<file path="src/rtl/assert_macros.svh">
// assertion macros used by the queue module
`ifndef ASSERT_MACROS_SVH
`define ASSERT_MACROS_SVH
`ifndef SYNTHESIS
`define ASSERT_IMPL(label, clk, rst_n, cond) \
  label: assert property (@(posedge clk) disable iff (!rst_n) (cond)) \
    else $error("assertion failed");
`define ASSERT_NEXT(label, clk, rst_n, ante, cons) \
  label: assert property (@(posedge clk) disable iff (!rst_n) (ante) |=> (cons)) \
    else $error("assertion failed");
`else
`define ASSERT_IMPL(label, clk, rst_n, cond)
`define ASSERT_NEXT(label, clk, rst_n, ante, cons)
`endif
`endif

</file>
<file path="src/rtl/depq_pkg.sv">
// ---------------------------------------------------------------------------
// depq package
// operation codes and key type shared by the queue modules
// ---------------------------------------------------------------------------
package depq_pkg;
  localparam logic [1:0] FUNC_INSERT  = 2'd0;
  localparam logic [1:0] FUNC_REM_MAX = 2'd1;
  localparam logic [1:0] FUNC_REM_MIN = 2'd2;
  localparam int KEY_W = 32;
  typedef logic signed [KEY_W-1:0] key_t;
endpackage

</file>
<file path="src/rtl/depq_cmp.sv">
// ---------------------------------------------------------------------------
// depq compare unit
// single signed comparator used by the insertion shift walk
// ---------------------------------------------------------------------------
module depq_cmp (
  input  depq_pkg::key_t a,
  input  depq_pkg::key_t b,
  output logic           gt
);
  assign gt = a > b;
endmodule

</file>
<file path="config.mk">
export PLATFORM = sky130hd
export DESIGN_NAME = depq_cmp
export DESIGN_NICKNAME = d
export VERILOG_FILES = /design/src/rtl/assert_macros.svh /design/src/rtl/depq_pkg.sv /design/src/rtl/depq_cmp.sv
export SDC_FILE = /design/constraint.sdc
export NUM_CORES = 1
export LEC_CHECK = 0
export ABC_AREA = 1
export BUFFER_PORTS_ARGS = -buffer_cell sky130_fd_sc_hd__buf_4
export CELL_PAD_IN_SITES_DETAIL_PLACEMENT = 0
export CELL_PAD_IN_SITES_GLOBAL_PLACEMENT = 2
export CORE_MARGIN = 2
export CORE_UTILIZATION = 20
export DETAILED_ROUTE_END_ITERATION = 10
export PLACE_DENSITY = 0.83
export REMOVE_ABC_BUFFERS = 1
export SLEW_MARGIN = 20
export SYNTH_ARGS = -nofsm -noshare
export SYNTH_HDL_FRONTEND = slang
export SYNTH_SLANG_ARGS = --single-unit
</file>
<file path="constraint.sdc">
create_clock -name vclk -period 1.47
set_input_delay 0.2205 -clock vclk [all_inputs]
set_output_delay 0.2205 -clock vclk [all_outputs]
set_load 0.005 [all_outputs]
</file>
==> flow_metrics.env <==
export IMPL_run_status="finished with violations"
export IMPL_violated_checks="negative setup slack"
export IMPL_crit_path_max_fanout=2
export IMPL_power_density_nw_per_um2=275
export IMPL_gr_usage_all_layers=0.0888
export IMPL_postRouteWirelength_um=2410
export IMPL_drtAntennaViolNets=0
export IMPL_detailedPlacementHpwl_um=1910
export IMPL_cp_cell_sequence="buf_4 > ha_1 > nand2_1 > nor2_1 > nor2_1 > nand2_1 > nand2_1 > nand2_1 > nand2_1 > nand2_2 > nand2_1 > nand2_1 > nor2_2 > buf_4"
export IMPL_dr_pass1_iters=2
export IMPL_first_global_vias=1010
export IMPL_report_final_slew_viol_count=0
export IMPL_drv_cap=0
export IMPL_synth_warnings=0
export IMPL_path_class="in2out"
export IMPL_floorplan_initialDensity=0.206
export IMPL_fin_hold_ws_ns=1.07
export IMPL_max_freq_ghz=0.601
export IMPL_global_route_wire_length_before_repair_um=3870
export IMPL_totalNegativeSetupSlack_ns=-0.194
export IMPL_power_sequential_fraction=0
export IMPL_area_sequential_sq_um=0
export IMPL_synth_seq_area_share=0
export IMPL_place_port_buffers=65
export IMPL_gr_total_overflow=0
export IMPL_finalWeightedCongestion=0.676
export IMPL_fin_crit_sh=1.13
export IMPL_final_design_area_excluding_fillers_sq_um=1810
export IMPL_filler_cell_count=493
export IMPL_num_vias=1087
export IMPL_final_util=0.417
export IMPL_slowest_stage="sky130_fd_sc_hd__ha_1"
export IMPL_design_portCount=65
export IMPL_seq_cells=0
export IMPL_floorplan_die_area_sq_um=5040
export IMPL_worst_ep_arrival_time_ns=1.44
export IMPL_worst_path_most_repeated_cell="sky130_fd_sc_hd__nand2_1"
export IMPL_initial_antenna_violation_count=0
export IMPL_antenna_cells=0
export IMPL_die_h_um=71.0
export IMPL_power_switching_uw=208
export IMPL_post_place_cells=270
export IMPL_critPathBufInv=2
export IMPL_static_leakage_power_nw=0.959
export IMPL_synth_top_cell_by_area="sky130_fd_sc_hd__ha_1"
export IMPL_number_of_nets_in_the_layout=317
export IMPL_die_width_um=71.0
export IMPL_drt_first_iter_violations=21
export IMPL_place_ws_ns=-0.276
export IMPL_route_detailed_vias_per_inst=4.01
export IMPL_post_placement_cell_area_sq_um=1490
export IMPL_power_share_clock=0
export IMPL_mappedNetlistArea_sq_um=898
export IMPL_final_period_minus_worst_setup_slack_ns=1.66
export IMPL_timing_worst_slew_pin_value_ns=0.154
export IMPL_setup_viol=1
export IMPL_rows=24
export IMPL_synth_cell_type_count=16
export IMPL_maximum_number_of_pins_on_one_net_before_global_route_repair=4
export IMPL_detail_route_drc_violations=0
export IMPL_post_route_cells_drive_above_1_share=0.626
export IMPL_synth_top_cell_area_share=0.446
export IMPL_post_layout_nonfiller_instances=271
export IMPL_crit_path_end_kind="output port"
export IMPL_finalHoldViolCount=0
export IMPL_ir_drop_uv=111
export IMPL_worst_path_largest_cell_delay_ns=0.28
export IMPL_power_switching_share=0.416
export IMPL_area_growth_syn_to_layout_pct=102
export IMPL_required_ns=1.25
export IMPL_share_comb_of_total_power=1.000
export IMPL_setup_slack_ns=-0.194
export IMPL_worstHoldPathType="in2out"
export IMPL_netlist_instances=148
export IMPL_total_power_uw=500
export IMPL_critical_path_top_delay_family="simple AND/OR/NAND/NOR gates"
export IMPL_rsz_0062_raised_after_global_routing="yes"
export IMPL_maxSlewHeadroom=0.897
export IMPL_detail_route_wl_per_cell_um=8.88
export IMPL_cts_hold_buf=0
export IMPL_num_clock_buffers=0
export IMPL_internal_power_uw=292
export IMPL_timing_critical_path_from_type="primary input"
export IMPL_syn_area_per_cell_sq_um=6.07
export IMPL_yosys_top_cells_area="sky130_fd_sc_hd__ha_1 45%, sky130_fd_sc_hd__inv_1 16%, sky130_fd_sc_hd__nand2_1 16%"
export IMPL_core_area_sq_um=4350
[repair_timing]
| action | in CTS | in global routing |
|---|---|---|
| setup endpoints to repair | 1 | 1 |
| gates resized for setup | 43 | 18 |
| buffers inserted | 1 | 0 |
| hold endpoints to repair | 0 | 0 |
| pin swaps | 21 | 13 |
[synthesized netlist by cell type, drive strengths merged]
cell type	n
ha	32
nor2	14
a21o	1
inv	40
a21oi	13
nand4	2
clkinv	1
o21a	1
nand2	40
o21ai	2
nand3	2
[placed cells by master (no fill, tap or decap), drive strengths merged]
cell type	instances
inv	40
a21oi	13
buf	71
o21ai	2
nand4	2
nand3	2
clkinv	1
nor2	14
a21o	1
o21a	1
ha	32
nand2	40
[worst min-delay path: cells and delay by family]
family / cells / cell delay (ns)
adders and majority gates: 1 / 0.11
and+or+nand+nor: 5 / 0.27
buffers and inverters: 2 / 0.20
AOI/OAI and AO/OA: 1 / 0.05
[layout make-up]
class	count	area, sq um	share of cell area
inverter	41	154	0.0848
tap	52	65.1	0.0359
multi-input combinational	107	1050	0.579
timing repair buffer	71	544	0.300
[per-layer routing]
layer  global-route usage  part of all wire
met2                0.177              0.52
met1                0.109              0.40
met4                    0                 0
met5                    0                 0
met3              0.00712             0.073
[power by group through the flow]
stage                     clock (mW)  combinational, mW  sequential [mW]
after floorplan                    0              0.183                0
after global placement             0              0.377                0
after detailed placement           0              0.375                0
after CTS                          0              0.467                0
after global routing               0              0.570                0
final                              0              0.500                0
[logic make-up (layout without fill, tap and decap cells)]
| family | Yosys count | count (layout) | synth area share |
|---|---|---|---|
| AO/OA/AOI/OAI | 17 | 17 | 0.110 |
| adder cells (fa/ha/maj) | 32 | 32 | 0.446 |
| buffers and inverters | 41 | 112 | 0.171 |
| AND/OR/NAND/NOR | 58 | 58 | 0.273 |
[final timing paths]
check / from / endpoint / cells past startpoint
worst max-delay path: a[6] / gt / 14
worst min-delay path: a[23] / gt / 9
Power figures use the tool's default switching activity.
